[src/sv/cau_pkg.sv]
// Shared types and constants of the complex arithmetic unit.
package cau_pkg;

  localparam int IO_W = 32;

  typedef enum logic [1:0] {
    OP_ADD = 2'd0,
    OP_SUB = 2'd1,
    OP_MUL = 2'd2,
    OP_DIV = 2'd3
  } op_e;

  typedef struct packed {
    logic valid;
    op_e  op;
    logic neg_re;
    logic neg_im;
    logic big_re;
    logic big_im;
    logic dz;
  } ctl_t;

endpackage

[src/sv/cau_div_step.sv]
// One restoring division step for the real and imaginary lanes.
module cau_div_step #(
  parameter int W     = 32,
  parameter int RW    = 114,
  parameter int SHIFT = 0
) (
  input  logic              clk_i,
  input  logic              rst_ni,
  input  logic              en_i,
  input  cau_pkg::ctl_t     ctl_i,
  input  logic [2*W-1:0]    d_i,
  input  logic [RW-1:0]     r_re_i,
  input  logic [RW-1:0]     r_im_i,
  input  logic [W:0]        q_re_i,
  input  logic [W:0]        q_im_i,
  output cau_pkg::ctl_t     ctl_o,
  output logic [2*W-1:0]    d_o,
  output logic [RW-1:0]     r_re_o,
  output logic [RW-1:0]     r_im_o,
  output logic [W:0]        q_re_o,
  output logic [W:0]        q_im_o
);
  import cau_pkg::*;

  ctl_t            ctl_q;
  logic [2*W-1:0]  d_q;
  logic [RW-1:0]   dsh, r_re_d, r_im_d, r_re_q, r_im_q;
  logic [W:0]      q_re_d, q_im_d, q_re_q, q_im_q;
  logic            div;

  always_comb begin
    dsh    = RW'(d_i) << SHIFT;
    div    = (ctl_i.op == OP_DIV);
    r_re_d = r_re_i;
    r_im_d = r_im_i;
    q_re_d = q_re_i;
    q_im_d = q_im_i;
    if (div && (r_re_i >= dsh)) begin
      r_re_d        = r_re_i - dsh;
      q_re_d[SHIFT] = 1'b1;
    end
    if (div && (r_im_i >= dsh)) begin
      r_im_d        = r_im_i - dsh;
      q_im_d[SHIFT] = 1'b1;
    end
  end

  always_ff @(posedge clk_i or negedge rst_ni) begin
    if (!rst_ni) begin
      ctl_q <= '0;
    end else if (en_i) begin
      ctl_q <= ctl_i;
    end
  end

  always_ff @(posedge clk_i) begin
    if (en_i) begin
      d_q    <= d_i;
      r_re_q <= r_re_d;
      r_im_q <= r_im_d;
      q_re_q <= q_re_d;
      q_im_q <= q_im_d;
    end
  end

  assign ctl_o  = ctl_q;
  assign d_o    = d_q;
  assign r_re_o = r_re_q;
  assign r_im_o = r_im_q;
  assign q_re_o = q_re_q;
  assign q_im_o = q_im_q;

endmodule

[config.mk]
export PLATFORM = sky130hd
export DESIGN_NAME = cau_div_step
export DESIGN_NICKNAME = d
export VERILOG_FILES = /design/src/sv/cau_pkg.sv /design/src/sv/cau_div_step.sv
export SDC_FILE = /design/constraint.sdc
export NUM_CORES = 1
export LEC_CHECK = 0
export BUFFER_PORTS_ARGS = -buffer_cell sky130_fd_sc_hd__buf_4
export CORE_AREA = 2 2 286 288
export DETAILED_ROUTE_END_ITERATION = 7
export DIE_AREA = 0 0 288 290
export PLACE_DENSITY = 0.52
export SLEW_MARGIN = 20
export SYNTH_ARGS = -nofsm -noshare
export SYNTH_HDL_FRONTEND = slang
export SYNTH_SLANG_ARGS = --single-unit
[constraint.sdc]
create_clock -name clk_i -period 0.95 [get_ports clk_i]
set_input_delay 0.0475 -clock clk_i [delete_from_list [all_inputs] [get_ports clk_i]]
set_output_delay 0.0475 -clock clk_i [all_outputs]
set_load 0.02 [all_outputs]
==> summary.txt, run 1 <==
status -> finished, violations left
failing checks -> hold timing, setup timing
syn_area_per_cell -> 9.79 sq um
Mapped Nets -> 2888
Placed Instances -> 5002
wire length per cell -> 22.3 um
DP HPWL -> 93.3 mm
initial antenna violation count -> 14
antenna-violating nets left -> 0
Max VDD drop -> 0.00112 V
CTS Buffer Depth -> 3
most frequent cell after synthesis -> edfxtp_1
Core ar. -> 80200 sq um
Post-Syn Area -> 23400 sq um
Clock transition at path regs -> 0.06 ns
initial core utilization -> 29.2%
register area share after synthesis -> 46.8%
Synth top cells by count -> edfxtp_1 (358), nand2_1 (282), o21ai_0 (212)
Max Clk Rate -> 318 MHz
# rows -> 104
Post-synth EDFFs -> 358
period utilisation layout -> 331%
worst setup margin -> -2.20 ns
Reg power frac -> 33.6%
Fin Setup TNS -> -547.61 ns
num ports -> 735
leakage dissipation -> 21.2 nW
Power per Cell Area -> 1270 nW/um^2
RSZ-0062 raised after global routing -> yes
critical path class -> in -> reg
Comb power frac -> 37.6%
Slew Limit Fails -> 0
post-place setup slack -> -3.06 ns
area growth from synthesis to layout -> 105%
top post-synthesis cells by area -> edfxtp_1 (46%), ha_1 (6.9%), o21ai_0 (4.5%), nand2_1 (4.5%), xor2_1 (4.3%)
# setup viols final -> 704
tightest hold margin -> -0.0958 ns
clk sink count -> 366
fin area -> 47900 sq um
crit path capture type -> register
First DRT Iteration DRCs -> 1601
share of cells above drive strength 1 -> 50.0%
Yosys warning total -> 0
H-tree Lvls -> 2
Internal Power -> 41.3 mW
crit-path max FO -> 7
Syn Inst Count -> 2389
Netlist cell types -> 79
Port Buffers -> 734
TritonRoute pass-1 iters -> 5
largest net degree at the start of global routing -> 37
number of vias per cell -> 4.96
Final Skew -> 0 ns
final-report hold violation count -> 1
Clk pwr share -> 28.8%
Required @ worst endpoint -> 1.28 ns
transition time of the tightest slew-check pin -> 0.739 ns
Finished Layout Cells -> 5565
via count -> 27600
die extent in x -> 288 um
Synth Register Bits -> 366
max_cap viols -> 0
total power after layout -> 60.6 mW
CTS tree -> built
Net Switching -> 19.3 mW
Nets -> 4958
die span in y -> 290 um
CTS Root Cell -> clkbuf_16
Routed WL -> 124 mm
DRC Markers -> 0
total CTS buffers -> 45
Clk Latency, worst-skew pair -> 0.57 ns
Top FF cell, synth -> edfxtp_1
first-pass GRT wire length -> 175 mm
Sw Ratio -> 31.9%
Final Core Density -> 59.7%
Placed Instance Area -> 37600 sq um
minimum clock period -> 3.15 ns
number of global-route vias before repair -> 28700
Synth async-reset ratio -> 2.19%
post-synth top area share -> 46.0%
startpoint type of the worst setup path -> input port
Final GP Congestion -> 0.918
GRT Residual Overflow -> 0
cell taking the most area after synthesis -> edfxtp_1
die area -> 83500 sq um
Max-slew headroom -> 50.4%
Hold Crit Class -> in -> reg
Crit path arrival time -> 3.48 ns
GRT Overall Usage -> 27.7%
[final cells by class]
| class | instances | area, sq um |
|---|---|---|
| fill | 6643 | 32300 |
| timing repair buffer | 2133 | 19600 |
| multi-input combinational | 1804 | 14000 |
| sequential | 366 | 11000 |
| tap | 1060 | 1330 |
| clock buffer | 55 | 1210 |
| inverter | 109 | 467 |
| clock inverter | 27 | 245 |
| antenna | 11 | 27.5 |
[critical path: stages]
cell      delay, ns
buf_8          0.10
or4_4          0.53
or4_4          0.43
or4_4          0.54
or4b_4         0.50
o21bai_4       0.20
a2111o_1       0.34
nand2_4        0.15
buf_12         0.15
buf_12         0.17
mux2_4         0.31
[state kept, by name, summed over array words and instances, names as in the netlist]
signal / cells
q_re_o: 33
q_im_o: 33
r_re_o: 114
ctl_o: 8
d_o: 64
r_im_o: 114
[worst paths after layout]
kind | start | endpoint | slack [ns] | cells past startpoint
max in group asynchronous | rst_ni | ctl_o[4]$_DFFE_PN0P_ | 0.14 | 3
worst min register to register | ctl_o[5]$_DFFE_PN0P_ | ctl_o[5]$_DFFE_PN0P_ | 0.53 | 1
worst min-delay path | r_re_i[65] | r_re_o[72]$_DFFE_PP_ | -0.1 | 5
min in group asynchronous | rst_ni | ctl_o[3]$_DFFE_PN0P_ | 0.53 | 3
worst max-delay path | r_im_i[106] | r_im_o[7]$_DFFE_PP_ | -2.20 | 11
worst max register to register | ctl_o[1]$_DFFE_PN0P_ | ctl_o[1]$_DFFE_PN0P_ | 0.15 | 1
[routing by layer]
layer	up-vias	routed length, um	GRT usage [%]
li1	13000	-	-
met1	13300	48700	32.8
met2	1015	61800	48.8
met3	246	8490	5.61
met4	10	5230	10.9
met5	-	68	0
[cell families (layout without fill, tap and decap cells)]
| logic type | Yosys count | count (layout) | share of synthesized area [%] |
|---|---|---|---|
| buf+inv | 220 | 2324 | 3.80 |
| simple gates | 805 | 806 | 17.0 |
| flops | 366 | 366 | 46.8 |
| mux | 14 | 14 | 0.669 |
| fa+ha+maj | 130 | 130 | 7.02 |
| xor+xnor | 216 | 216 | 8.09 |
| compound gates | 638 | 638 | 16.6 |
| other cells | 0 | 11 | 0 |
[power by group through the flow]
stage / logic (mW) / registers, mW / clock network [mW]
final: 22.8 / 20.3 / 17.5
after global routing: 24.2 / 20.4 / 18.3
after CTS: 20.8 / 20.0 / 17.8
after detailed placement: 18.3 / 20.3 / 0
after global placement: 18.2 / 20.4 / 0
after floorplan: 5.87 / 22.1 / 0
[placed cells by master (no fill, tap or decap), types with 83 or more instances in the layout]
cell,synthesis,routed
a21oi_1,179,166
buf_4,5,1283
buf_6,3,391
dlygate4sd3_1,0,369
edfxtp_1,358,358
ha_1,128,114
inv_1,109,94
nand2_1,282,232
nor2_1,141,123
o21ai_2,1,107
xnor2_1,100,83
xor2_1,116,111
[what timing repair did]
item | in CTS | in global routing
hold endpoints to repair | 416 | 2
buffers inserted | 49 | 37
endpoints found under the setup margin | 596 | 695
gates cloned | 19 | 16
pin swaps | 116 | 149
hold buffers | 368 | 1
resized for setup | 317 | 624
Note: power is estimated with default switching activity, not from simulation.
==> inputs of run 2 (changes only) <==
PLACE_DENSITY = 0.54   (was 0.52)
clock period = 2.5 ns   (was 0.95 ns; I/O delays follow)
==> summary.txt, run 2 (synthesized netlist as in run 1, its figures left out) <==
status -> finished, violations left (unchanged)
failing checks -> setup timing (was hold timing, setup timing)
leakage dissipation -> 20.1 nW (was 21.2 nW)
Crit path arrival time -> 3.56 ns (was 3.48 ns)
Routed WL -> 118 mm (was 124 mm)
period utilisation layout -> 129%
CTS Buffer Depth -> 3 (unchanged)
DRC Markers -> 0 (unchanged)
die extent in x -> 288 um (unchanged)
busiest metal layer after global routing -> met2 (unchanged)
die span in y -> 290 um (unchanged)
H-tree Lvls -> 2 (unchanged)
Hold Crit Class -> in -> reg (unchanged)
commonest non-fill, non-tap cell in the layout -> buf_4 (unchanged)
Comb power frac -> 35.8% (was 37.6%)
die area -> 83500 sq um (unchanged)
tightest hold margin -> 0.0219 ns (was -0.0958 ns)
critical path class -> in -> reg (unchanged)
DP HPWL -> 89.7 mm (was 93.3 mm)
Reg power frac -> 33.7% (was 33.6%)
initial core utilization -> 29.2% (unchanged)
startpoint type of the worst setup path -> input port (unchanged)
TritonRoute pass-1 iters -> 5 (unchanged)
CTS Root Cell -> clkbuf_16 (unchanged)
Max VDD drop -> 0.000447 V (was 0.00112 V)
Power per Cell Area -> 495 nW/um^2 (was 1270 nW/um^2)
num ports -> 735 (unchanged)
RSZ-0062 raised after global routing -> yes (unchanged)
Final Skew -> 0 ns (unchanged)
Net Switching -> 7.13 mW (was 19.3 mW)
Nets -> 4881 (was 4958)
share of cells above drive strength 1 -> 48.4% (was 50.0%)
Clk Latency, worst-skew pair -> 0.59 ns (was 0.57 ns)
# rows -> 104 (unchanged)
met2 Track Usage GR -> 47.6% (was 48.8%)
crit path capture type -> register (unchanged)
initial antenna violation count -> 22 (was 14)
Clock transition at path regs -> 0.06 ns (about the same)
number of global-route vias before repair -> 28100 (was 28700)
Clk pwr share -> 30.6% (was 28.8%)
# setup viols final -> 230 (was 704)
transition time of the tightest slew-check pin -> 0.743 ns (was 0.739 ns)
wire length per cell -> 21.5 um (was 22.3 um)
Internal Power -> 15.4 mW (was 41.3 mW)
max_cap viols -> 0 (unchanged)
antenna-violating nets left -> 0 (unchanged)
Placed Instance Area -> 37000 sq um (was 37600 sq um)
Slew Limit Fails -> 0 (unchanged)
total power after layout -> 22.5 mW (was 60.6 mW)
GRT Overall Usage -> 27.3% (was 27.7%)
number of vias per cell -> 4.92 (was 4.96)
final-report hold violation count -> 0 (was 1)
GR Util met3 -> 6.64% (was 5.61%)
crit-path max FO -> 8 (was 7)
first-pass GRT wire length -> 171 mm (was 175 mm)
via count -> 27000 (was 27600)
clk sink count -> 366 (unchanged)
fillcell total -> 6949 (was 6643)
Final GP Congestion -> 0.942 (was 0.918)
Port Buffers -> 734 (unchanged)
fin area -> 45500 sq um (was 47900 sq um)
Sw Ratio -> 31.6% (was 31.9%)
area growth from synthesis to layout -> 94.7% (was 105%)
Required @ worst endpoint -> 2.84 ns (was 1.28 ns)
post-place setup slack -> -1.57 ns (was -3.06 ns)
Core ar. -> 80200 sq um (unchanged)
minimum clock period -> 3.22 ns
First DRT Iteration DRCs -> 1587 (was 1601)
GRT Residual Overflow -> 0 (unchanged)
met1 usage -> 32.0% (was 32.8%)
total CTS buffers -> 45 (unchanged)
Max Clk Rate -> 311 MHz
CTS tree -> built (unchanged)
largest net degree at the start of global routing -> 41 (was 37)
r2r setup slk -> 1.72 ns (was 0.15 ns)
commonest non-fill, non-tap cells in the layout -> buf_4 (1576), dlygate4sd3_1 (361), edfxtp_1 (358), nand2_1 (220), a21oi_1 (170) (was buf_4 (1283), buf_6 (391), dlygate4sd3_1 (369), edfxtp_1 (358), nand2_1 (232))
Max-slew headroom -> 50.0% (was 50.4%)
worst setup margin -> -0.719 ns (was -2.20 ns)
run 2: changes by cell type in the layout (fill, tap and decap cells not counted), moves of 8 or more:
| cell | delta |
|---|---|
| buf_6 | -343 |
| buf_4 | +293 |
| o21ai_2 | -36 |
| o21ai_1 | +25 |
| clkbuf_16 | -16 |
| o21ai_0 | +16 |
| nand2_2 | +15 |
| xnor2_1 | +13 |
| nand2_1 | -12 |
| xnor2_2 | -12 |
| dlygate4sd3_1 | -8 |
run 2: metal layers:
metal  part of all wire (%)  wire length, um  up-vias
met5                   0.11              125        -
met4                    3.9             4650       18
met3                    7.6             8990      205
met2                     49            58100      913
met1                     39            46200    13000
li1                       -                -    12900
run 2: critical path, cell delays in order:
cell	delay [ns]
buf_6	0.09
or4_4	0.53
or4_4	0.41
or4_4	0.43
or4b_4	0.55
o21bai_4	0.19
a2111o_1	0.40
nand2_4	0.14
buf_12	0.16
buf_16	0.18
mux2_4	0.31
run 2: area by class of cell:
type | count | area (sq um) | area share [%]
Clock buffer | 59 | 1240 | 2.72
Antenna cell | 12 | 30.0 | 0.0660
Inverter | 109 | 477 | 1.05
Timing Repair Buffer | 2056 | 17500 | 38.4
Sequential cell | 366 | 11000 | 24.1
Tap cell | 1060 | 1330 | 2.91
Clock inverter | 25 | 288 | 0.632
Multi-Input combinational cell | 1804 | 13700 | 30.2
run 2: per-stage QoR:
step	TNS, ns	cells	utilization (%)
finish	-111.79	5491	56.8
global route	-140.38	5488	56.8
CTS	-94.97	5471	56.3
detailed placement	-280.21	4928	46.2
global placement	-272.70	4928	46.2
floorplan	-157.44	2389	-
run 2: final timing paths:
path                                      start              endpoint  depth (start not counted)
max reg2reg                ctl_o[3]$_DFFE_PN0P_  ctl_o[3]$_DFFE_PN0P_                          1
min reg2reg                ctl_o[4]$_DFFE_PN0P_  ctl_o[4]$_DFFE_PN0P_                          1
min                                  r_im_i[65]  r_im_o[65]$_DFFE_PP_                          3
min in group asynchronous                rst_ni  ctl_o[3]$_DFFE_PN0P_                          3
max in group asynchronous                rst_ni  ctl_o[0]$_DFFE_PN0P_                          3
max                                 r_im_i[106]   r_im_o[1]$_DFFE_PP_                         11
run 2: power groups by stage:
stage / clock network (mW) / registers [mW] / logic (mW)
floorplan: 0 / 8.38 / 2.23
finish: 6.89 / 7.59 / 8.07
CTS: 7.00 / 7.58 / 7.95
global placement: 0 / 7.70 / 6.81
global route: 7.22 / 7.63 / 8.59
detailed placement: 0 / 7.70 / 6.83
run 2: timing repair:
action | 4_1_cts | 5_1_grt
endpoints found under the setup margin | 230 | 230
setup buffers | 80 | 19
gates cloned | 23 | 0
hold buffers | 361 | 0
pin swaps | 167 | 61
hold endpoints to repair | 391 | 0
gates resized for setup | 432 | 85
